[src/rtl/rtwe_pkg.sv]
// shared types and constants of the route table with expiry
package rtwe_pkg;

    // default table depth
    localparam int DefEntries = 128;

    // fixed field widths
    localparam int CountW = 8;
    localparam int ExpW   = 23;

    // milliseconds per second, for the expiry limit
    localparam logic [31:0] MsPerSecond = 32'd1000;

    // command codes
    typedef enum logic [1:0] {
        CMD_INSERT = 2'd0,
        CMD_LOOKUP = 2'd1,
        CMD_SWEEP  = 2'd2,
        CMD_READ   = 2'd3
    } cmd_t;

    // one table entry as stored in the ram
    typedef struct packed {
        logic [7:0]         dest;
        logic [7:0]         via;
        logic [7:0]         hops;
        logic signed [15:0] quality;
        logic [31:0]        stamp;
        logic               active;
    } entry_t;

    // compare unit flags for the entry under test
    typedef struct packed {
        logic dest_eq;
        logic live;
        logic aged;
    } match_t;

    // one result item
    typedef struct packed {
        logic [7:0]        route_via;
        logic              hit;
        entry_t            ent;
        logic [CountW-1:0] table_count;
        logic              dropped;
    } result_t;

endpackage

[src/rtl/rtwe_match.sv]
// compare unit: destination match and age test of one entry
module rtwe_match import rtwe_pkg::*; (
    input  entry_t      ent,
    input  logic [7:0]  dest,
    input  logic [31:0] now,
    input  logic [31:0] limit,
    output match_t      m
);

    logic [31:0] age;

    // age wraps modulo 2^32 and compares unsigned
    assign age       = now - ent.stamp;
    assign m.dest_eq = (ent.dest == dest);
    assign m.live    = (ent.dest == dest) && ent.active;
    assign m.aged    = (age > limit);

endmodule

[src/rtl/rtwe_seq.sv]
// sequencer: scans the table one entry a cycle and builds the result
module rtwe_seq import rtwe_pkg::*; #(
    parameter int ENTRIES = DefEntries,
    localparam int AW = $clog2(ENTRIES)
) (
    input  logic              clk,
    input  logic              rst_n,
    input  logic              in_valid,
    output logic              in_stall,
    input  logic [1:0]        cmd,
    input  logic [7:0]        dest_node,
    input  logic [7:0]        via_node,
    input  logic [7:0]        hops,
    input  logic signed [15:0] quality,
    input  logic [31:0]       now_ms,
    input  logic [6:0]        entry_index,
    input  logic [ExpW-1:0]   expiry_seconds,
    output logic              ram_we,
    output logic [AW-1:0]     ram_waddr,
    output entry_t            ram_wdata,
    output logic [AW-1:0]     ram_raddr,
    input  entry_t            ram_rdata,
    output logic              out_valid,
    input  logic              out_stall,
    output result_t           result
);

    localparam logic [CountW-1:0] EntriesC = CountW'(ENTRIES);

    typedef enum logic [2:0] {
        ST_IDLE,
        ST_SCAN,
        ST_READ,
        ST_RDATA,
        ST_FINISH
    } state_t;

    state_t             state_reg, state_next;
    cmd_t               cmd_reg, cmd_next;
    logic [7:0]         dest_reg, dest_next;
    logic [7:0]         via_reg, via_next;
    logic [7:0]         hops_reg, hops_next;
    logic signed [15:0] quality_reg, quality_next;
    logic [31:0]        now_reg, now_next;
    logic [6:0]         idx_reg, idx_next;
    logic [31:0]        limit_reg, limit_next;
    logic [CountW-1:0]  count_reg, count_next;
    logic [CountW-1:0]  scan_idx_reg, scan_idx_next;
    logic [CountW-1:0]  chk_idx_reg, chk_idx_next;
    logic               chk_valid_reg, chk_valid_next;
    logic               found_reg, found_next;
    logic [CountW-1:0]  slot_reg, slot_next;
    entry_t             ent_reg, ent_next;
    result_t            res_reg, res_next;
    logic               out_valid_reg, out_valid_next;

    match_t             m;
    logic               slot_free;
    logic               stop;
    logic               issue;
    logic [CountW-1:0]  idx_ext;
    entry_t             aged_ent;
    entry_t             new_ent;

    // shared compare unit on the ram read data
    rtwe_match u_match (
        .ent   (ram_rdata),
        .dest  (dest_reg),
        .now   (now_reg),
        .limit (limit_reg),
        .m     (m)
    );

    assign in_stall  = (state_reg != ST_IDLE);
    assign slot_free = !out_valid_reg || !out_stall;
    assign idx_ext   = {1'b0, idx_reg};

    // entry images for the two kinds of write
    always_comb
    begin
        aged_ent        = ram_rdata;
        aged_ent.active = 1'b0;
        new_ent.dest    = dest_reg;
        new_ent.via     = via_reg;
        new_ent.hops    = hops_reg;
        new_ent.quality = quality_reg;
        new_ent.stamp   = now_reg;
        new_ent.active  = 1'b1;
    end

    // scan condition of the current check
    assign stop = chk_valid_reg &&
                  (((cmd_reg == CMD_INSERT) && m.dest_eq) ||
                   ((cmd_reg == CMD_LOOKUP) && m.live));
    assign issue = !stop && (scan_idx_reg < count_reg);

    // next state and ram control
    always_comb
    begin
        state_next     = state_reg;
        cmd_next       = cmd_reg;
        dest_next      = dest_reg;
        via_next       = via_reg;
        hops_next      = hops_reg;
        quality_next   = quality_reg;
        now_next       = now_reg;
        idx_next       = idx_reg;
        limit_next     = limit_reg;
        count_next     = count_reg;
        scan_idx_next  = scan_idx_reg;
        chk_idx_next   = chk_idx_reg;
        chk_valid_next = chk_valid_reg;
        found_next     = found_reg;
        slot_next      = slot_reg;
        ent_next       = ent_reg;
        res_next       = res_reg;
        out_valid_next = out_valid_reg && out_stall;
        ram_we         = 1'b0;
        ram_waddr      = chk_idx_reg[AW-1:0];
        ram_wdata      = aged_ent;
        ram_raddr      = scan_idx_reg[AW-1:0];

        unique case (state_reg)
            ST_IDLE:
            begin
                if (in_valid)
                begin
                    cmd_next       = cmd_t'(cmd);
                    dest_next      = dest_node;
                    via_next       = via_node;
                    hops_next      = hops;
                    quality_next   = quality;
                    now_next       = now_ms;
                    idx_next       = entry_index;
                    limit_next     = {{(32 - ExpW){1'b0}}, expiry_seconds} * MsPerSecond;
                    scan_idx_next  = '0;
                    chk_valid_next = 1'b0;
                    found_next     = 1'b0;
                    ent_next       = '0;
                    state_next     = (cmd_t'(cmd) == CMD_READ) ? ST_READ : ST_SCAN;
                end
            end

            ST_SCAN:
            begin
                // expired entries lose their active mark
                if (chk_valid_reg && (cmd_reg == CMD_SWEEP) && m.aged)
                begin
                    ram_we = 1'b1;
                end
                chk_valid_next = issue;
                if (issue)
                begin
                    scan_idx_next = CountW'(scan_idx_reg + 1'b1);
                    chk_idx_next  = scan_idx_reg;
                end
                if (stop)
                begin
                    found_next = 1'b1;
                    slot_next  = chk_idx_reg;
                    ent_next   = ram_rdata;
                    state_next = ST_FINISH;
                end
                else if (!issue && !chk_valid_reg)
                begin
                    state_next = ST_FINISH;
                end
            end

            ST_READ:
            begin
                ram_raddr  = idx_ext[AW-1:0];
                state_next = ST_RDATA;
            end

            ST_RDATA:
            begin
                ent_next   = ram_rdata;
                state_next = ST_FINISH;
            end

            ST_FINISH:
            begin
                if (slot_free)
                begin
                    res_next       = '0;
                    out_valid_next = 1'b1;
                    state_next     = ST_IDLE;
                    unique case (cmd_reg)
                        CMD_INSERT:
                        begin
                            ram_wdata = new_ent;
                            if (found_reg)
                            begin
                                ram_we    = 1'b1;
                                ram_waddr = slot_reg[AW-1:0];
                            end
                            else if (count_reg < EntriesC)
                            begin
                                ram_we     = 1'b1;
                                ram_waddr  = count_reg[AW-1:0];
                                count_next = CountW'(count_reg + 1'b1);
                            end
                            else
                            begin
                                res_next.dropped = 1'b1;
                            end
                        end
                        CMD_LOOKUP:
                        begin
                            res_next.hit       = found_reg;
                            res_next.route_via = found_reg ? ent_reg.via : 8'd0;
                        end
                        CMD_SWEEP:
                        begin
                            res_next.hit = 1'b0;
                        end
                        CMD_READ:
                        begin
                            if (idx_ext < count_reg)
                            begin
                                res_next.hit       = 1'b1;
                                res_next.route_via = ent_reg.via;
                                res_next.ent       = ent_reg;
                            end
                        end
                        default:
                        begin
                            res_next.hit = 1'b0;
                        end
                    endcase
                    res_next.table_count = count_next;
                end
            end

            default:
            begin
                state_next = ST_IDLE;
            end
        endcase
    end

    // state and registered outputs
    always_ff @(posedge clk or negedge rst_n)
    begin
        if (!rst_n)
        begin
            state_reg     <= ST_IDLE;
            cmd_reg       <= CMD_INSERT;
            dest_reg      <= '0;
            via_reg       <= '0;
            hops_reg      <= '0;
            quality_reg   <= '0;
            now_reg       <= '0;
            idx_reg       <= '0;
            limit_reg     <= '0;
            count_reg     <= '0;
            scan_idx_reg  <= '0;
            chk_idx_reg   <= '0;
            chk_valid_reg <= 1'b0;
            found_reg     <= 1'b0;
            slot_reg      <= '0;
            ent_reg       <= '0;
            res_reg       <= '0;
            out_valid_reg <= 1'b0;
        end
        else
        begin
            state_reg     <= state_next;
            cmd_reg       <= cmd_next;
            dest_reg      <= dest_next;
            via_reg       <= via_next;
            hops_reg      <= hops_next;
            quality_reg   <= quality_next;
            now_reg       <= now_next;
            idx_reg       <= idx_next;
            limit_reg     <= limit_next;
            count_reg     <= count_next;
            scan_idx_reg  <= scan_idx_next;
            chk_idx_reg   <= chk_idx_next;
            chk_valid_reg <= chk_valid_next;
            found_reg     <= found_next;
            slot_reg      <= slot_next;
            ent_reg       <= ent_next;
            res_reg       <= res_next;
            out_valid_reg <= out_valid_next;
        end
    end

    assign out_valid = out_valid_reg;
    assign result    = res_reg;

`ifndef SYNTHESIS
    // table never holds more than its depth
    a_count_bound: assert property (@(posedge clk) disable iff (!rst_n)
        count_reg <= EntriesC)
        else $error("entry count beyond table depth");

    // count only ever grows by one
    a_count_step: assert property (@(posedge clk) disable iff (!rst_n)
        (count_reg != $past(count_reg)) |-> (count_reg == CountW'($past(count_reg) + 1'b1)))
        else $error("entry count changed by other than one");

    // writes during the scan belong to a sweep only
    a_scan_write: assert property (@(posedge clk) disable iff (!rst_n)
        (ram_we && (state_reg == ST_SCAN)) |-> (cmd_reg == CMD_SWEEP))
        else $error("table write during scan outside a sweep");

    // a new result comes only out of the finish step
    a_result_src: assert property (@(posedge clk) disable iff (!rst_n)
        (out_valid_reg && !$past(out_valid_reg && out_stall)) |->
            $past(state_reg == ST_FINISH))
        else $error("result shown without a finished command");
`endif

endmodule

[config.mk]
export PLATFORM = sky130hd
export DESIGN_NAME = rtwe_seq
export DESIGN_NICKNAME = d
export VERILOG_FILES = /design/src/rtl/rtwe_pkg.sv /design/src/rtl/rtwe_match.sv /design/src/rtl/rtwe_seq.sv
export SDC_FILE = /design/constraint.sdc
export NUM_CORES = 1
export LEC_CHECK = 0
export ABC_AREA = 0
export CAP_MARGIN = 15
export CELL_PAD_IN_SITES_DETAIL_PLACEMENT = 1
export CELL_PAD_IN_SITES_GLOBAL_PLACEMENT = 2
export CORE_MARGIN = 1
export CORE_UTILIZATION = 35
export DETAILED_ROUTE_END_ITERATION = 12
export DONT_BUFFER_PORTS = 1
export GPL_ROUTABILITY_DRIVEN = 0
export PLACE_DENSITY_LB_ADDON = 0.1
export REMOVE_ABC_BUFFERS = 1
export SYNTH_ARGS = -nofsm -noshare
export SYNTH_HDL_FRONTEND = slang
export SYNTH_HIERARCHICAL = 1
export SYNTH_SLANG_ARGS = --single-unit
[constraint.sdc]
create_clock -name clk -period 3.2 [get_ports clk]
set_input_delay 0 -clock clk [delete_from_list [all_inputs] [get_ports clk]]
set_output_delay 0 -clock clk [all_outputs]
set_load 0.02 [all_outputs]
Yosys cells after proc, flatten, opt, wreduce, memory -nomap -nowiden
Cells that the tools add are included.

word-level totals
  register bits after elaboration = 302
  output and inout bits = 181
  logic and storage cells = 129

cells by class
  add/sub/neg operators = 3
  multipliers = 1
  $lt $le $gt $ge = 4
  eq/ne operators = 14
  multiplexer cells = 44
  bitwise gates (word level) = 1
  reduce and logical (&&, ||, !) cells = 31

operators by type and width
  operator                                             count
  two-way mux 73 bit                                   6
  case mux 73 bit (3 select lines)                     1
  two-way mux 82 bit                                   1
  two-way mux 8 bit                                    6
  two-way mux 7 bit                                    6
  greater-than comparator 32 bit                       1
  case mux 8 bit (2 select lines)                      2
  subtractor 32 bit                                    1
  multiplier 23 x 7 -> 29 bit, second input constant   1
  adder 8 x 1 -> 8 bit, second input constant          2
  case mux 3 bit (5 select lines)                      1
  two-way mux 1 bit                                    12
  two-way mux 3 bit                                    4
  AND reduction 3 bit                                  4
  AND reduction 2 bit                                  5
  logical AND 1 bit                                    9
  equality test 8 bit                                  1
  less-than comparator 7 x 8 -> 1 bit                  1
  less-than comparator 8 bit                           1
  less-than comparator 8 bit, second input constant    1
  != test 2 bit, second input constant                 4
  case mux 1 bit (2 select lines)                      4
  equality test 2 bit, second input constant           3
  equality test 3 x 2 -> 1 bit, second input constant  2
  13 further kinds                                     19

Logic depth before layout (Yosys ltp)
  depth after elaboration = 12
  mapped depth = 20
  gate-level depth less buffers = 20

By module
Netlist, hierarchy kept.

by module, submodules not included
  module      times used  cells an instance  area each (µm²)  seq. area each (µm²)
  rtwe_seq    1           2020               17339.1          7557.2
  rtwe_match  1           393                2701.3           0.0

Worst setup path before layout
Ideal clock, no wire load.

  kind = input to register
  from = in expiry_seconds[0]
  to = reg limit_reg[15]
  setup time = 0.069 ns
  data arrival time = 3.784 ns
  data required time = 3.131 ns
  setup slack = -0.653 ns
  cell stages on the path = 13
  path through = fa_1 > inv_1 > fa_1 > fa_1 > fa_1 > inv_1 > ha_1 > a21o_2 > a21oi_1 > a21boi_1 > o31a_1 > or4_1 > nand3_1

on the way
  longest elaborated chain between the ends = 1

RTL lines
  what                         RTL line         RTL
  start, declared              rtwe_seq.sv:17   input logic [ExpW-1:0] expiry_seconds,
  multiplier 23 x 7 -> 29 bit  rtwe_seq.sv:135  limit_next = {{(32 - ExpW){1'b0}}, expiry_seconds} * MsPerSecond;
  end signal, assigned         rtwe_seq.sv:277  limit_reg <= limit_next;
  end, declared                rtwe_seq.sv:46   logic [31:0] limit_reg, limit_next;

No other way between the ends.
A chain may end at the register's enable or synchronous reset.

==> metrics.md <==
| Metric | Value |
|---|---|
| Largest area contributor in the netlist | dfrtp_1 |
| Register area share after synthesis | 37.7% |
| Maximum clock frequency | about 230 MHz |
| Yosys top cell area share | 37.7% |
| Footprint of the multi-input gates | 11700 um2 |
| Final setup viols | 14 |
| Chip width | 241 um |
| Hold Vio Cnt, Final | 302 |
| Status | finished with violations |
| DR vias/cell | 5.04 |
| Leakage power | 12.9 nW |
| NumNets Final | approximately 3200 |
| Max reg flops | 91 |
| Hold crit path type | input pin to async pin |
| Number of synthesis warnings | 6 |
| Initial antenna violation count | 4 |
| Distinct cells, synth | 72 |
| Clock sinks | 302 |
| Post-Syn Area | between 20000 and 25000 um2 |
| Die height | 241 um |
| Pins Over Slew Limit | 0 |
| Drt initial violations | 827 |
| Detail Route Antenna Nets | 0 |
| Final Cycle Share | 139% |
| Initial core utilization | 35.5% |
| Drt first pass iters | 5 |
| Crit path launch type | flip-flop |
| Row count | 87 |
| Clock-pin slew on the worst setup and hold paths | 0.06 ns |
| Final wirelength | 69200 um |
| Worst-Margin Slew | approximately 1.1 ns |
| CP max FO | 5 |
| DR WL/cell | 19.5 um |
| Worst skew pair latency | 0.55 ns |
| Tmin final | 4.44 ns |
| EDFF count, synth | 0 |
| Vias | between 15000 and 20000 |
| Area Growth Syn to Fin | 29.3% |
| Worst EP arrival | approximately 4.4 ns |
| Hold WS | -0.862 ns |
| Synth Instances | 2413 |
| WS Path Type | flip-flop to primary output |
| Flop-to-flop setup slack | between 0.2 and 0.25 ns |
| Fill count | 6617 |
| Cell Pwr Density | 1020 nW/um2 |
| Largest net degree at the start of global routing | 303 |
| Clock Tree Buf Depth | 3 |
| Flops & latches, synth | roughly 300 |
| Critical path required time | ~3.2 ns |
| Post-route setup TNS | -2.33 ns |
| Core area | 56500 um2 |
| I/O Pins | between 300 and 400 |
| Fin cells | 3548 |
| Final global-route overflow total | 0 |
| Root buffer cell | clkbuf_16 |
| Design Power | 26.5 mW |
| Setup WS pre-CTS | -1.10 ns |
| Failing checks | hold timing, setup timing |
| Syn Area/Cell | 8.31 um2 |
| Register area | around 7600 um2 |
| Worst IR drop on VDD | 0.000407 V |
| Top cells by area, synth | dfrtp_1, nand2_1, ha_1, fa_1, inv_1 |
| CTS tree | built |
| Number of CTS-inserted buffers | 38 |
| Final worst setup slack | -1.24 ns |
| H-tree depth | 2 |
| RSZ-0062 raised after global routing | yes |
| Detailed-placement wirelength estimate | roughly 50000 um |
| Final Cell Area | 25900 um2 |
| Hold-fix buffers, CTS | 169 |
| Buffers added on ports | 0 |
| Post-Route Skew | 0.0217 ns |
| Asr flop ratio synth | 100% |
| Slew HR | 23.8% |
| Max Cap Viol | 0 |
| Fraction of final layout cells sized beyond drive strength 1 | 15.7% |
| Cells after DPL | 3290 |
| Crit path capture type | primary output |
| Most frequent cell after synthesis | nand2_1 |
| Final Util | 45.9% |
| Synth Flop Type | dfrtp_1 |
| Most instantiated cells after synthesis | nand2_1, dfrtp_1, inv_1, ha_1, o21ai_0 |
| GR Util All Layers | 23.5% |
| Residual DRC | 0 |
| Number of global-route vias before repair | 18900 |
| First-pass GRT wire length | 107000 um |
| Die area | between 50000 and 60000 um2 |
| Post-DP Area | 22300 um2 |
==> report_power, final <==
group          internal, mW  leakage (nW)  switching (mW)
registers              5.25          3.93            1.45
logic                  6.96          8.42            8.76
clock network          2.39         0.566            1.72
==> path summary, 6_finish.rpt <==
check                                        from        endpoint  depth (start not counted)
worst max-delay path                   now_reg[3]          ram_we                         20
min in group clk                expiry_seconds[1]    limit_reg[6]                          6
worst min register to register        hops_reg[4]     hops_reg[4]                          2
worst min-delay path                        rst_n  quality_reg[7]                          0
max in group asynchronous                   rst_n   limit_reg[14]                          0
worst max register to register          result[7]  chk_idx_reg[4]                          7
==> final cells by class <==
cell class / instances / share of cell area, %
antenna: 2 / 0.0193
clock buffer: 52 / 4.07
clock inverter: 10 / 0.386
inverter: 212 / 3.16
multi-input combinational: 1787 / 45.1
sequential: 302 / 29.2
tap: 756 / 3.65
timing repair buffer: 427 / 14.4
==> layer usage <==
layer / GRT usage, % / routed length [um] / vias to the layer above
met5: 0 / 26 / -
met4: 4.76 / 1180 / 4
met1: 30.8 / 31000 / 8940
li1: - / - / 8586
met3: 4.30 / 3180 / 72
met2: 40.5 / 33800 / 294
==> cell usage in the layout, fill, tap and decap left out, drive strengths merged, types with 52 or more instances in the layout <==
cell	instances
a21oi	84
buf	258
clkbuf	52
dfrtp	302
dlygate4sd3	169
fa	83
ha	141
inv	207
nand2	859
nand3	96
o21ai	133
==> repair_timing <==
action / 4_1_cts / 5_1_grt
hold endpoints to repair: 502 / 302
gates cloned: 0 / 0
setup buffers: 21 / 5
gates resized for setup: 89 / 32
pin swaps: 75 / 24
setup endpoints to repair: 19 / 26
==> logic make-up (layout without fill, tap and decap cells) <==
family	count (synthesis)	in the layout	share of synthesized area (%)
flip-flops	302	302	37.7
multiplexers	24	24	1.33
adder cells (fa/ha/maj)	224	224	17.1
buffers and inverters	326	701	6.66
AND/OR/NAND/NOR	1097	1097	22.5
XOR/XNOR	54	54	2.36
other	1	5	0.0187
AO/OA/AOI/OAI	385	385	12.3
==> worst max-delay path: stages, from the launching register on <==
cell	delay [ns]
dfrtp_1	0.38
ha_1	0.35
nand2_1	0.11
o21a_1	0.20
a21oi_2	0.22
a21o_1	0.27
a31o_4	0.21
buf_4	0.15
nand4_1	0.09
and4b_1	0.26
ha_1	0.30
nand4_1	0.17
nor4_2	0.28
buf_4	0.16
buf_4	0.09
buf_4	0.09
a22oi_1	0.05
buf_4	0.15
nand4b_1	0.11
o22ai_2	0.10
buf_6	0.16
No activity file was read; power rests on OpenSTA's default activity.
