<file path="config.mk">
export PLATFORM = sky130hd
export DESIGN_NAME = rtwe_ram
export DESIGN_NICKNAME = d
export VERILOG_FILES = /design/src/rtl/rtwe_ram.sv
export SDC_FILE = /design/constraint.sdc
export NUM_CORES = 1
export LEC_CHECK = 0
export BUFFER_PORTS_ARGS = -buffer_cell sky130_fd_sc_hd__buf_2
export CELL_PAD_IN_SITES_DETAIL_PLACEMENT = 1
export CELL_PAD_IN_SITES_GLOBAL_PLACEMENT = 2
export CORE_ASPECT_RATIO = 1.5
export CORE_MARGIN = 5
export CORE_UTILIZATION = 40
export CTS_BUF_LIST = sky130_fd_sc_hd__clkbuf_8
export DETAILED_ROUTE_END_ITERATION = 10
export PLACE_DENSITY = 0.69
export SYNTH_ARGS = -nofsm -noshare
export SYNTH_HDL_FRONTEND = slang
export SYNTH_SLANG_ARGS = --single-unit
</file>
<file path="constraint.sdc">
create_clock -name clk -period 2.8 [get_ports clk]
set_clock_uncertainty 0.2 [all_clocks]
set_input_delay 0.28 -clock clk [delete_from_list [all_inputs] [get_ports clk]]
set_output_delay 0.28 -clock clk [all_outputs]
set_load 0.005 [all_outputs]
</file>
<file path="src/rtl/rtwe_ram.sv">
// generic simple dual port ram with registered read
module rtwe_ram #(
    parameter int WIDTH = 8,
    parameter int DEPTH = 128,
    localparam int AW = (DEPTH > 1) ? $clog2(DEPTH) : 1
) (
    input  logic             clk,
    input  logic             we,
    input  logic [AW-1:0]    waddr,
    input  logic [WIDTH-1:0] wdata,
    input  logic [AW-1:0]    raddr,
    output logic [WIDTH-1:0] rdata
);

    logic [WIDTH-1:0] mem_reg [DEPTH];
    logic [WIDTH-1:0] rdata_reg;

    // write port and registered read port
    always_ff @(posedge clk)
    begin
        if (we)
        begin
            mem_reg[waddr] <= wdata;
        end
        rdata_reg <= mem_reg[raddr];
    end

    assign rdata = rdata_reg;

endmodule

</file>
Yosys cells after proc, flatten, opt, wreduce, memory -nomap -nowiden
Memory sizes are Yosys's and may differ from the RTL's. A register that Yosys moved wholly into a read port is not among the register bits. Cells that the tools add are included.

Register bits: 0. Bits in writable memories: 1024. Word-level logic and storage cells: 3. Memories: 1. Input port bits: 24. Output and inout port bits: 8.

Mux-type cells: 2.

Memory list: mem_reg (depth 128, bits a word 8, read ports 1, clocked after memory_dff 1, write ports 1, RTL line 15) `logic [WIDTH-1:0] mem_reg [DEPTH];`.

Operators by type and width (number): 1-bit two-way mux (2).

Longest topological paths before layout
Gate-level depths: netlist of the first run.

Word-level depth: 2. Mapped depth: 7. Gate-level depth less buffers: 4.

Least setup slack after synthesis of the first run
OpenSTA, ideal clock, no wires.

Path type: input port to flip-flop. Start: input port raddr[0]. End: register rdata_reg[0] (netlist: rdata[0]) (read register of mem_reg). Library setup time: 0.121 ns. Buffers on the path: 2. Setup slack: -0.184 ns. Arrival time: 2.663 ns. Required time: 2.479 ns. Cell stages on the path: 6. Cells stage by stage: clkbuf_1 > buf_1 > mux4_2 > mux4_2 > mux4_2 > mux2_2.

RTL lines: from (decl) (RTL line 11) `input logic [AW-1:0] raddr,`; to (decl) (RTL line 16) `logic [WIDTH-1:0] rdata_reg;`.

==> results of run 1 <==
-- final timing paths --
check / to / slack (ns) / depth (start not counted)
worst min register to register: rdata[7] / 0.94 / 4
worst max-delay path: rdata[1] / 0.11 / 4
worst min-delay path: mem_reg[95][1] / 0.11 / 4
worst max register to register: rdata[1] / 0.11 / 4
-- layout by cell type, fill, tap and decap left out, types with 12 or more instances in the layout --
cell	synthesis	final
edfxtp_1	1024	1024
inv_1	0	38
clkinv_2	0	21
buf_4	11	199
nand3_1	12	12
buf_12	0	30
dlygate4sd3_1	0	18
clkinv_1	0	24
nor2_1	122	122
nand2_1	14	14
clkbuf_8	0	154
mux4_2	336	336
buf_2	15	19
-- worst register-to-register path: stages (launching register included) --
cell      delay (ns)
edfxtp_1        0.35
mux4_2          0.51
mux4_2          0.64
mux4_2          0.59
mux2_2          0.29
-- repair_timing --
| item | CTS | global route |
|---|---|---|
| hold endpoints to repair | 817 | 0 |
| endpoints found under the setup margin | 0 | 0 |
| hold buffers | 18 | 0 |
-- synth_stat cells, drive strengths merged --
cell    instances
buf            45
clkbuf         44
dfxtp           8
edfxtp       1024
mux2            8
mux4          336
nand2          14
nand2b          2
nand3          12
nand4           3
nor2          122
nor2b           7
nor3            9
or3             1
-- power breakdown --
| part | switching (mW) | total [mW] | internal, mW |
|---|---|---|---|
| combinational | 1.00 | 1.75 | 0.747 |
| clock | 5.53 | 11.3 | 5.81 |
| sequential | 0.0403 | 17.1 | 17.1 |
| total | 6.57 | 30.2 | 23.6 |
-- metal layers --
layer / track usage [%] / part of all wire [%] / vias to the layer above
met5: 0 / 0.013 / -
met4: 7.128 / 3.8 / 2
met3: 3.805 / 5.2 / 154
met2: 33.95 / 53 / 633
met1: 24.63 / 38 / 10280
li1: - / - / 7675
-- final cells by class --
type | count | area [sq um]
multi-input combinational | 514 | 8354
sequential | 1032 | 30910
antenna | 4 | 10.01
tap | 1287 | 1610
fill | 8835 | 52420
timing repair buffer | 268 | 2400
clock inverter | 96 | 616.8
clock buffer | 154 | 2120
-- logic make-up after synthesis --
group | count (synthesis)
multiplexers | 344
buffers and inverters | 89
flip-flops | 1032
AND/OR/NAND/NOR | 170
-- through the flow --
stage	TNS [ns]	util [%]	cell area, sq um	cells
floorplan	0	-	39800	1635
global placement	-3.500	43.78	43090	3083
detailed placement	-3.540	43.78	43090	3083
CTS	0	46.74	46010	3351
global route	0	46.74	46020	3353
finish	0	46.75	46020	3355
==> results summary, run 1 <==
The x dimension of the die came out at 267.1 microns. The clock-pin slew on the worst setup and hold paths is 0.06 ns. The number of detailed-routing iterations run before antenna repair came out at 5. The post-synthesis instance area is 0.03967 sq mm. The global placement routability congestion is 0.7935. The highest ir drop seen on vdd is 0.4404 mV. The count of yosys warnings during synthesis came out at 0. At the pin with the least slew margin, the transition time is 0.9076 ns.

The per-cell via count in the routed design is 5.587. For this block, the via count after detailed routing is between 15000 and 20000. The number of antenna violations at the first check in global routing came to 6. The clock tree from TritonCTS is yes. Walking the worst path, the cells encountered are mux4_2 -> mux4_2 -> mux4_2 -> mux2_2. The critical path data required time is 3.30 ns.

The library cell occupying the most area in the post-synthesis netlist is edfxtp_1. The number of port buffers is 31. The number of pins exceeding their max-slew limit in the final report is 0. The initial standard-cell utilization of the core is around two fifths. The gate count after technology mapping is between 1500 and 2000.

The maximum number of pins on one net before global-route repair came out at 85. The remaining max-slew budget at the tightest pin came out at roughly two fifths. The critical path in this run is classified as reg2reg. The die footprint came out at 0.1057 sq mm. Setup repair after global routing left no endpoint under its margin.

The gate family responsible for the most delay along the worst path is multiplexers. Sorting the synthesized cells by area gives the leading types as edfxtp_1, mux4_2, nor2_1. The cell row count is 141.

The tree is rooted in a clkbuf_8. For this run, the total global-route usage over all layers was measured as around 20%. The final worst-path setup slack is 0.1072 ns. The kind of launch point of the worst setup path is a flip-flop. Tracing the worst setup path back leads to its startpoint at mem_reg[119][1]. The adder-cell share of the synthesized area is 0%. The top cell type's share of synthesized area is 77.52%. The share of the cycle needed by the critical path after routing is a little over nine tenths. Yosys mapped the design onto 17 distinct sky130hd cell types.

The first global-routing pass estimated 149.4 mm of wire. The number of maximum-capacitance constraint violations is 0. The startpoint identified for the worst hold timing path is waddr[4]. The total buffers and inverters traversed by the critical path came out at 0. The run finished with clean final reports. The final layout contains routed wiring with a total length of about 100 mm.

The leakage power is between 10 and 15 nW. After detailed routing, the number of remaining DRC violations is 0. The post-synthesis simple-gate area fraction is 1.757%.

The deepest level of the CTS H-tree came out at 4. The clock latency on the worst-skew pair came out at between 0.8 and 0.9 ns. Timing analysis after detailed placement gives a worst setup slack of -0.5183 ns. The count of endpoints failing hold in the final timing report is 0.

From bottom edge to top edge, the die measures 395.7 microns. The maximum clock frequency is 0.3714 GHz. Summing the areas of all compound-gate instances in the mapped netlist gives 0% of the synthesized area. The count of routing violations after the opening detailed-route iteration came out at 1603. The post-CTS setup buffer count is 0.

By instance count, the cell type seen most on the critical path is mux4_2. The average footprint of a synthesized cell came out at 24.26 sq um. The post-synthesis share of cell area spent on xor and xnor gates came out at 0%. The total global routing overflow came out at 0.

By area, the combinational part of the netlist is dominated by multiplexers. In this run the worst hold path is classified as in2reg. The number of register bits inferred by synthesis came out at 1032. The critical register-to-register path startpoint is mem_reg[119][1]. Hold is met by 0.1141 ns. The number of flip-flops in the largest register is 1024. The stage delay of the slowest cell on the critical path came out at ~0.64 ns. Multiplexer cells account for roughly a fifth of the synthesized area.

The number of buffers created by CTS is between 100 and 150. The routed length per instance came out at 30.43 microns. The half-perimeter wire length after placement is 66.45 mm. The clock passes through at most 3 buffers. The post-layout minimum cycle time came out at 2.693 ns. The final setup violation count is 0. In the final layout, the share of cells above drive strength 1 is 37.89%. STA classifies the critical path endpoint as a flip-flop.

The maximum fanout along the worst path is 1. The number of ports placed on the die boundary is 32. The endpoint arrival time on the critical path is 3.20 ns. The post-layout net count came out at a little under 2000. The count of nets left with antenna violations after detail routing is 0.

The slowest stage of the critical path belongs to the cell mux4_2. The core region is 0.09844 sq mm. The total of cells resized after clock tree synthesis came out at 0. Clock tree synthesis found a total of 1032 sinks. The via count of the first global-routing pass came out at around 20000. The power density relative to cell area is 655.8 mW/mm^2.

The total nets after synthesis came out at between 1500 and 2000. The share of the yosys chip area belonging to registers came out at 77.93%. The area growth from synthesis to final layout came out at 16.02%. The overall power consumption came out at roughly 30 mW.
No activity file was read; power rests on OpenSTA's default activity.
==> inputs of run 2 (changes only) <==
Settings changed: ABC_AREA set to 1, PLACE_DENSITY 0.69 to 0.79.
==> run 2 against run 1 <==
First-iteration DRC count up 25%. Via count up 53%. Cell area up 5.1%. Wire length up 26%. Non-clock buffer count up 57. Clock power about the same. Cell count up 59%. Hold slack worse by 0.046 ns. Largest power group unchanged. Highest routed layer is now met4. Synthesized cell count up 120%. Critical endpoint is now rdata[6].
==> results summary, run 2 <==
The stage delay of the slowest cell on the critical path came out at 0.57 ns (was 0.64 ns). The worst-margin pin slew is 0.7797 ns (was 0.9076 ns). The overall power consumption is 30.91 mW (was 30.18 mW). The number of distinct library cell variants in the gate-level netlist after synthesis is 14 (was 17). The count of nets left with antenna violations after detail routing is 0 (unchanged). The post-layout minimum cycle time is 2.411 ns (was 2.693 ns).

The library cell occupying the most area in the post-synthesis netlist is edfxtp_1 (unchanged). Run status: completed (unchanged). The remaining max-slew budget at the tightest pin came out at 47.96% (was 39.50%). The die footprint came out at 0.1120 sq mm (was 0.1057 sq mm). The kind of launch point of the worst setup path is an input pin (was flip-flop). The number of buffers created by CTS came out at 154 (was 147). The aggregate routed wire length came out at 129.1 mm (was 102.1 mm). Cell Chain, Critical Path: dlygate4sd3_1 -> buf_2 -> inv_1 -> buf_4 -> nand2_1 -> nand3_1 -> nand2_1 -> nand2_1 -> dlygate4sd3_1 -> nand2_1 (was mux4_2 -> mux4_2 -> mux4_2 -> mux2_2). The clock tree from TritonCTS was yes (unchanged). The final worst-path setup slack is 0.3886 ns (was 0.1072 ns). The total nets after synthesis is 3599 (was 1659). The share of the cycle needed by the critical path after routing came out at 86.12% (was 96.17%). The core utilization of the finished layout came out at 46.34% (was 46.75%). The standard cell area after detailed placement is 0.04530 sq mm (was 0.04309 sq mm). The die extent in y came out at 407.4 microns (was 395.7 microns). RSZ-0062 raised after global routing: false (unchanged). The most instantiated library cell after synthesis was nand2_1 (was edfxtp_1). The total global routing overflow is 0 (unchanged). The core area is 0.1043 sq mm (was 0.09844 sq mm). The accumulated negative setup slack is 0 ns (unchanged). The initial standard-cell utilization of the core is 40.36% (was 40.29%). The kind of end point of the critical path is a flip-flop (unchanged). The gate family responsible for the most delay along the worst path is buffers and inverters (was multiplexers).

The number of detailed-routing iterations run before antenna repair came to 5 (unchanged). The met1 usage is 28.13% (was 24.63%). The final routed DRC violation total came out at 0 (unchanged). The share of layout cells above drive strength 1 is 12.73% (was 37.89%). The CTS sink count came out at 1032 (unchanged). The top cell type's share of synthesized area came out at 73.03% (was 77.52%). The count of endpoints failing hold in the final timing report is 0 (unchanged). The number of enable flip-flop cells after synthesis came out at 1024 (unchanged). The power density relative to cell area came to 639.3 mW/mm^2 (was 655.8 mW/mm^2). The area growth from synthesis to final layout came out at 14.82% (was 16.02%). The post-layout net count is 3849 (was 1987). The post-synthesis instance area is 0.04210 sq mm (was 0.03967 sq mm). The setup slack after placement is 0.2114 ns (was -0.5183 ns). The global routing usage on met3 came to 3.897% (was 3.805%). Most frequent cells in the layout: nand2_1, edfxtp_1, nand3_1 (was edfxtp_1, mux4_2, buf_4). The total buffers and inverters traversed by the critical path is 5 (was 0).

The maximum clock frequency came out at 0.4147 GHz (was 0.3714 GHz). The clock latency on the worst-skew pair is 0.89 ns (was 0.82 ns). The number of maximum-capacitance constraint violations came out at 0 (unchanged). The cell row count is 145 (was 141). The cell count of the worst hold path is 5 (was 4). The clock-pin slew on the worst setup and hold paths came out at 0.07 ns (was 0.06 ns).

The deepest level of the CTS H-tree came to 4 (unchanged). The number of pins exceeding their max-slew limit in the final report is 0 (unchanged). The leading register cell type out of synthesis was edfxtp_1 (unchanged). The design area came out at 0.04835 sq mm (was 0.04602 sq mm).

The maximum fanout along the worst path is 17 (was 1). The number of register bits inferred by synthesis is 1032 (unchanged). The global-route wire length before repair came to 192.4 mm (was 149.4 mm). The maximum number of pins on one net before global-route repair is 82 (was 85). The endpoint arrival time on the critical path came to 2.97 ns (was 3.20 ns). The most frequent standard cell in the layout excluding fill and tap cells is nand2_1 (was edfxtp_1). The worst-case reg-to-reg path depth is 11 (was 4). The half-perimeter wire length after placement came out at 79.50 mm (was 66.45 mm).

The average footprint of a synthesized cell came out at 11.78 sq um (was 24.26 sq um). The layer with the highest usage after global routing was met2 (unchanged). The most used cell along the critical path is nand2_1 (was mux4_2).

The number of ports placed on the die boundary is 32 (unchanged). The global placement routability congestion is 0.8083 (was 0.7935). The per-cell via count in the routed design came out at 5.383 (was 5.587). The final setup violation count is 0 (unchanged). The highest ir drop seen on vdd came out at 0.4767 mV (was 0.4404 mV).

The total stage count of the critical path was 10 (was 4). The routed length per instance came to 24.16 microns (was 30.43 microns). The count of routing violations after the opening detailed-route iteration came out at 2006 (was 1603). The master cell of the clock root buffer is clkbuf_8 (unchanged).

The met2 layer usage reported by global route came out at 40.38% (was 33.95%). The gate count after technology mapping is 3575 (was 1635). The share of the yosys chip area belonging to registers came out at 73.41% (was 77.93%). The critical path data required time came to 3.36 ns (was 3.30 ns). The number of antenna violations at the first check in global routing came out at 3 (was 6).

Most common library cells after synthesis: nand2_1, edfxtp_1, nand3_1 (was edfxtp_1, mux4_2, nor2_1). The critical path's slowest cell is dlygate4sd3_1 (was mux4_2). The leakage power is 17.63 nW (was 14.61 nW). The total via count in the routed design is 28760 (was 18744). The combined global-route utilization of all metal layers came out at 22.87% (was 19.59%). The via count of the first global-routing pass is 30281 (was 20473).

The number of port buffers is 31 (unchanged). The type of the tightest min-delay check is in2reg (unchanged). The x dimension of the die came out at 274.9 microns (was 267.1 microns). The share of flip-flops with an asynchronous set or reset is 0% (unchanged). Synth top area cells: edfxtp_1, nand3_1, nand2_1 (was edfxtp_1, mux4_2, nor2_1). The number of flip-flops in the largest register is 1024 (unchanged). The number of buffers between clock root and the deepest sink is 3 (unchanged). The critical setup path kind is in2reg (was reg2reg). The count of yosys warnings during synthesis came out at 0 (unchanged).
## run 2: path summary, 6_finish.rpt
check,start,end,slack [ns]
worst max-delay path,raddr[4],rdata[6],0.39
worst min register to register,mem_reg[6][0],rdata[0],0.75
worst min-delay path,waddr[5],mem_reg[119][3],0.07
worst max register to register,mem_reg[71][6],rdata[6],0.42
## run 2: what timing repair did
| item | CTS | global route |
|---|---|---|
| setup buffers | 0 | 0 |
| hold buffers | 22 | 0 |
| hold endpoints to repair | 1110 | 0 |
| resized for setup | 0 | 0 |
## run 2: layer usage
| metal | share of wire, % | vias to the layer above |
|---|---|---|
| li1 | - | 13091 |
| met3 | 4.6 | 221 |
| met1 | 40 | 14811 |
| met4 | 3.6 | 0 |
| met5 | 0 | - |
| met2 | 52 | 637 |
## run 2: power breakdown
part | total [mW] | internal [mW] | switching, mW
clock | 11.6 | 5.65 | 5.93
combinational | 2.26 | 0.608 | 1.65
sequential | 17.1 | 17.0 | 0.0230
## run 2: area by class of cell
cell class | count | area, sq um
clock buffer | 158 | 2175
inverter | 24 | 116.4
multi-input combinational | 2288 | 9763
antenna | 4 | 10.01
sequential | 1032 | 30910
timing repair buffer | 325 | 2985
tap | 1396 | 1747
clock inverter | 116 | 639.4
fill | 11060 | 55970
## run 2: cells by family after synthesis
family | Yosys count | share of synthesized area [%]
and+or+nand+nor | 2288 | 23.19
DFF | 1032 | 73.41
buffers and inverters | 255 | 3.400
## run 2: through the flow
step                      std cells  hold WS [ns]
after global routing           5340       0.09774
after CTS                      5339       0.01033
after floorplan                3575        0.1789
after detailed placement       5043        0.4737
final                          5343       0.06815
after global placement         5043        0.4727
## run 2: worst reg2reg max path, delay by kind of cell (launching register included)
kind	cells	cell delay [ns]
simple gates	10	1.15
flops	1	0.36
buf+inv	1	0.55
==> inputs of run 3 (changes only) <==
--- a/config.mk
+++ b/config.mk
@@ -10,5 +10,4 @@
 export CELL_PAD_IN_SITES_DETAIL_PLACEMENT = 1
 export CELL_PAD_IN_SITES_GLOBAL_PLACEMENT = 2
-export CORE_ASPECT_RATIO = 1.5
 export CORE_MARGIN = 5
 export CORE_UTILIZATION = 40
==> constraint.sdc (replaced) <==
create_clock -name clk -period 2.8 [get_ports clk]
set_clock_uncertainty 0.2 [all_clocks]
set_input_delay 0.42 -clock clk [delete_from_list [all_inputs] [get_ports clk]]
set_output_delay 0.42 -clock clk [all_outputs]
set_load 0.005 [all_outputs]
==> run 3 against run 2 <==
Wire length down 1.5%. Largest power group unchanged. Sequential cell count is the same. Power grew 2.8%. Maximum frequency grew 7.8%. Cell count is 0.13% higher. Critical endpoint is now rdata[4]. Critical path type is now reg2out. Global-route usage decreased by 0.34 points. Largest cell class unchanged. Register-to-register slack better by 0.49 ns.
==> results summary, run 3 (synthesized netlist as in run 2, its figures left out) <==
Run status: completed (unchanged). The setup slack after placement came out at 0.09281 ns (was 0.2114 ns). The critical setup path kind is reg2out (was in2reg). The deepest level of the CTS H-tree came out at 4 (unchanged). The cell row count is 119 (was 145). The total of cells resized after clock tree synthesis came out at 0 (unchanged). The number of buffers between clock root and the deepest sink is 3 (unchanged). The via count of the first global-routing pass came out at 30230 (was 30281). Most frequent cells in the layout: nand2_1, edfxtp_1, nand3_1 (unchanged). The per-cell via count in the routed design came to 5.404 (was 5.383). The CTS sink count came to 1032 (unchanged). The final routed DRC violation total is 0 (unchanged).

The number of antenna violations at the first check in global routing came to 8 (was 3). The post-layout minimum cycle time came out at 2.237 ns (was 2.411 ns). The worst setup path startpoint is rdata[4] (was raddr[4]). The clock tree from TritonCTS is yes (unchanged). The remaining max-slew budget at the tightest pin came to 44.79% (was 47.96%). The combined global-route utilization of all metal layers came out at 22.53% (was 22.87%). The maximum number of pins on one net before global-route repair came out at 100 (was 82). The kind of end point of the critical path is a primary output (was flip-flop). The die footprint is 0.1119 sq mm (was 0.1120 sq mm). The core utilization of the finished layout was 46.27% (was 46.34%).

The number of inserted filler cells in the final layout is 11148 (was 11060). The kind of launch point of the worst setup path is a flip-flop (was input pin). The leakage power is 17.72 nW (was 17.63 nW). The initial standard-cell utilization of the core is 40.11% (was 40.36%). The count of routing violations after the opening detailed-route iteration came out at 2712 (was 2006).

Cell Chain, Critical Path: buf_2 (was dlygate4sd3_1 -> buf_2 -> inv_1 -> buf_4 -> nand2_1 -> nand3_1 -> nand2_1 -> nand2_1 -> dlygate4sd3_1 -> nand2_1). The final worst-path setup slack was 0.5631 ns (was 0.3886 ns). The startpoint of the most critical hold path is we (was waddr[5]). The global placement routability congestion was 0.7955 (was 0.8083). The endpoint arrival time on the critical path is 1.62 ns (was 2.97 ns). The number of buffers created by CTS came out at 171 (was 154). The share of layout cells above drive strength 1 is 13.00% (was 12.73%). The stage delay of the slowest cell on the critical path is 0.59 ns (was 0.57 ns). The die extent in y came to 334.4 microns (was 407.4 microns). The accumulated negative setup slack came to 0 ns (unchanged).

The number of flip-flops in the largest register came out at 1024 (unchanged). The most frequent standard cell in the layout excluding fill and tap cells was nand2_1 (unchanged). The global-route wire length before repair came to 190.3 mm (was 192.4 mm). The critical path data required time is 2.18 ns (was 3.36 ns). The maximum clock frequency was 0.4471 GHz (was 0.4147 GHz). The post-layout net count is 3843 (was 3849).

The master cell of the clock root buffer is clkbuf_8 (unchanged). The worst-margin pin slew came to 0.8251 ns (was 0.7797 ns). The worst-case reg-to-reg path depth is 10 (was 11).

The number of maximum-capacitance constraint violations came out at 0 (unchanged). The final setup violation count came out at 0 (unchanged). The capture point of the worst reg-to-reg path was rdata[4] (was rdata[6]). The number of port buffers is 31 (unchanged). The cell count of the worst hold path came to 3 (was 5).

The area growth from synthesis to final layout is 15.35% (was 14.82%). The endpoint of the worst hold path was mem_reg[108][6] (was mem_reg[119][3]). The count of nets left with antenna violations after detail routing came out at 0 (unchanged). The core area is 0.1050 sq mm (was 0.1043 sq mm).

The critical register-to-register path startpoint is mem_reg[46][4] (was mem_reg[71][6]). The total buffers and inverters traversed by the critical path is 1 (was 5). The clock-pin slew on the worst setup and hold paths is 0.06 ns (was 0.07 ns). The number of detailed-routing iterations run before antenna repair came out at 6 (was 5). The highest ir drop seen on vdd is 0.4447 mV (was 0.4767 mV).

The number of ports placed on the die boundary came to 32 (unchanged). The critical path's slowest cell is dfxtp_1 (was dlygate4sd3_1). The worst-case register-to-register setup slack came to 0.91 ns (was 0.42 ns). The x dimension of the die is 334.4 microns (was 274.9 microns). The number of pins exceeding their max-slew limit in the final report came out at 0 (unchanged). The total global routing overflow is 0 (unchanged). RSZ-0062 raised after global routing: false (unchanged). The share of the cycle needed by the critical path after routing came to 79.89% (was 86.12%).

The maximum fanout along the worst path came to 1 (was 17). The aggregate routed wire length came out at 127.2 mm (was 129.1 mm). The count of endpoints failing hold in the final timing report is 0 (unchanged). The power density relative to cell area came out at 654.4 mW/mm^2 (was 639.3 mW/mm^2).

The routed length per instance was 23.77 microns (was 24.16 microns). The gate family responsible for the most delay along the worst path was flip-flops (was buffers and inverters). The type of the tightest min-delay check is in2reg (unchanged). The half-perimeter wire length after placement came out at 78.22 mm (was 79.50 mm). The clock latency on the worst-skew pair is 0.83 ns (was 0.89 ns).

The total via count in the routed design was 28912 (was 28760).
-- run 3: cell types whose count changed in the layout (fill, tap and decap cells not counted), moves of 3 or more --
cell           before  now
dlygate4sd3_1      22    9
inv_1              71   67
buf_12             42   48
clkinv_1           28   44
clkbuf_8          158  185
inv_8               4    1
buf_4             239  223
-- run 3: metal layers --
layer,track usage [%],up-vias,routed length (microns)
met4,7.272,0,3387
met5,0,-,0
met3,4.369,207,7099
li1,-,13113,-
met2,37.59,793,61490
met1,29.96,14799,55180
-- run 3: repair_timing --
item,CTS,global route
hold endpoints to repair,357,0
buffers inserted,0,0
hold buffers,9,0
-- run 3: area by class of cell --
class	count	area, sq um	area share (%)
sequential	1032	30910	63.64
multi-input combinational	2288	9763	20.10
timing repair buffer	302	2855	5.879
clock buffer	185	2546	5.242
tap	1391	1740	3.583
clock inverter	123	625.6	1.288
inverter	24	116.4	0.2396
antenna	5	12.51	0.02576
-- run 3: power by group --
| group | switching (mW) | total, mW | internal (mW) | leakage (nW) |
|---|---|---|---|---|
| combinational | 1.61 | 2.22 | 0.608 | 6.65 |
| clock | 6.02 | 12.5 | 6.44 | 1.80 |
| sequential | 0.0497 | 17.1 | 17.1 | 9.27 |
| total | 7.68 | 31.8 | 24.1 | 17.7 |
-- run 3: per-stage QoR --
step / instances / total power [mW] / hold slack, ns / area (sq um)
global route: 5348 / 33.05 / 0.07905 / 48560
CTS: 5345 / 32.07 / 0.02370 / 48560
detailed placement: 5028 / 19.64 / 0.6684 / 45290
floorplan: 3575 / 18.52 / 0.3189 / 42100
finish: 5350 / 31.78 / 0.07835 / 48570
global placement: 5028 / 19.61 / 0.6502 / 45290
-- run 3: how the worst max path moves through the flow --
stage	end	slack, ns	depth (start not counted)
after detailed placement	rdata[4]	0.09	13
after floorplan	mem_reg[105][0]	0.82	4
after CTS	rdata[4]	0.44	1
after global routing	rdata[4]	0.38	1
final	rdata[4]	0.56	1
after global placement	rdata[4]	0.17	13
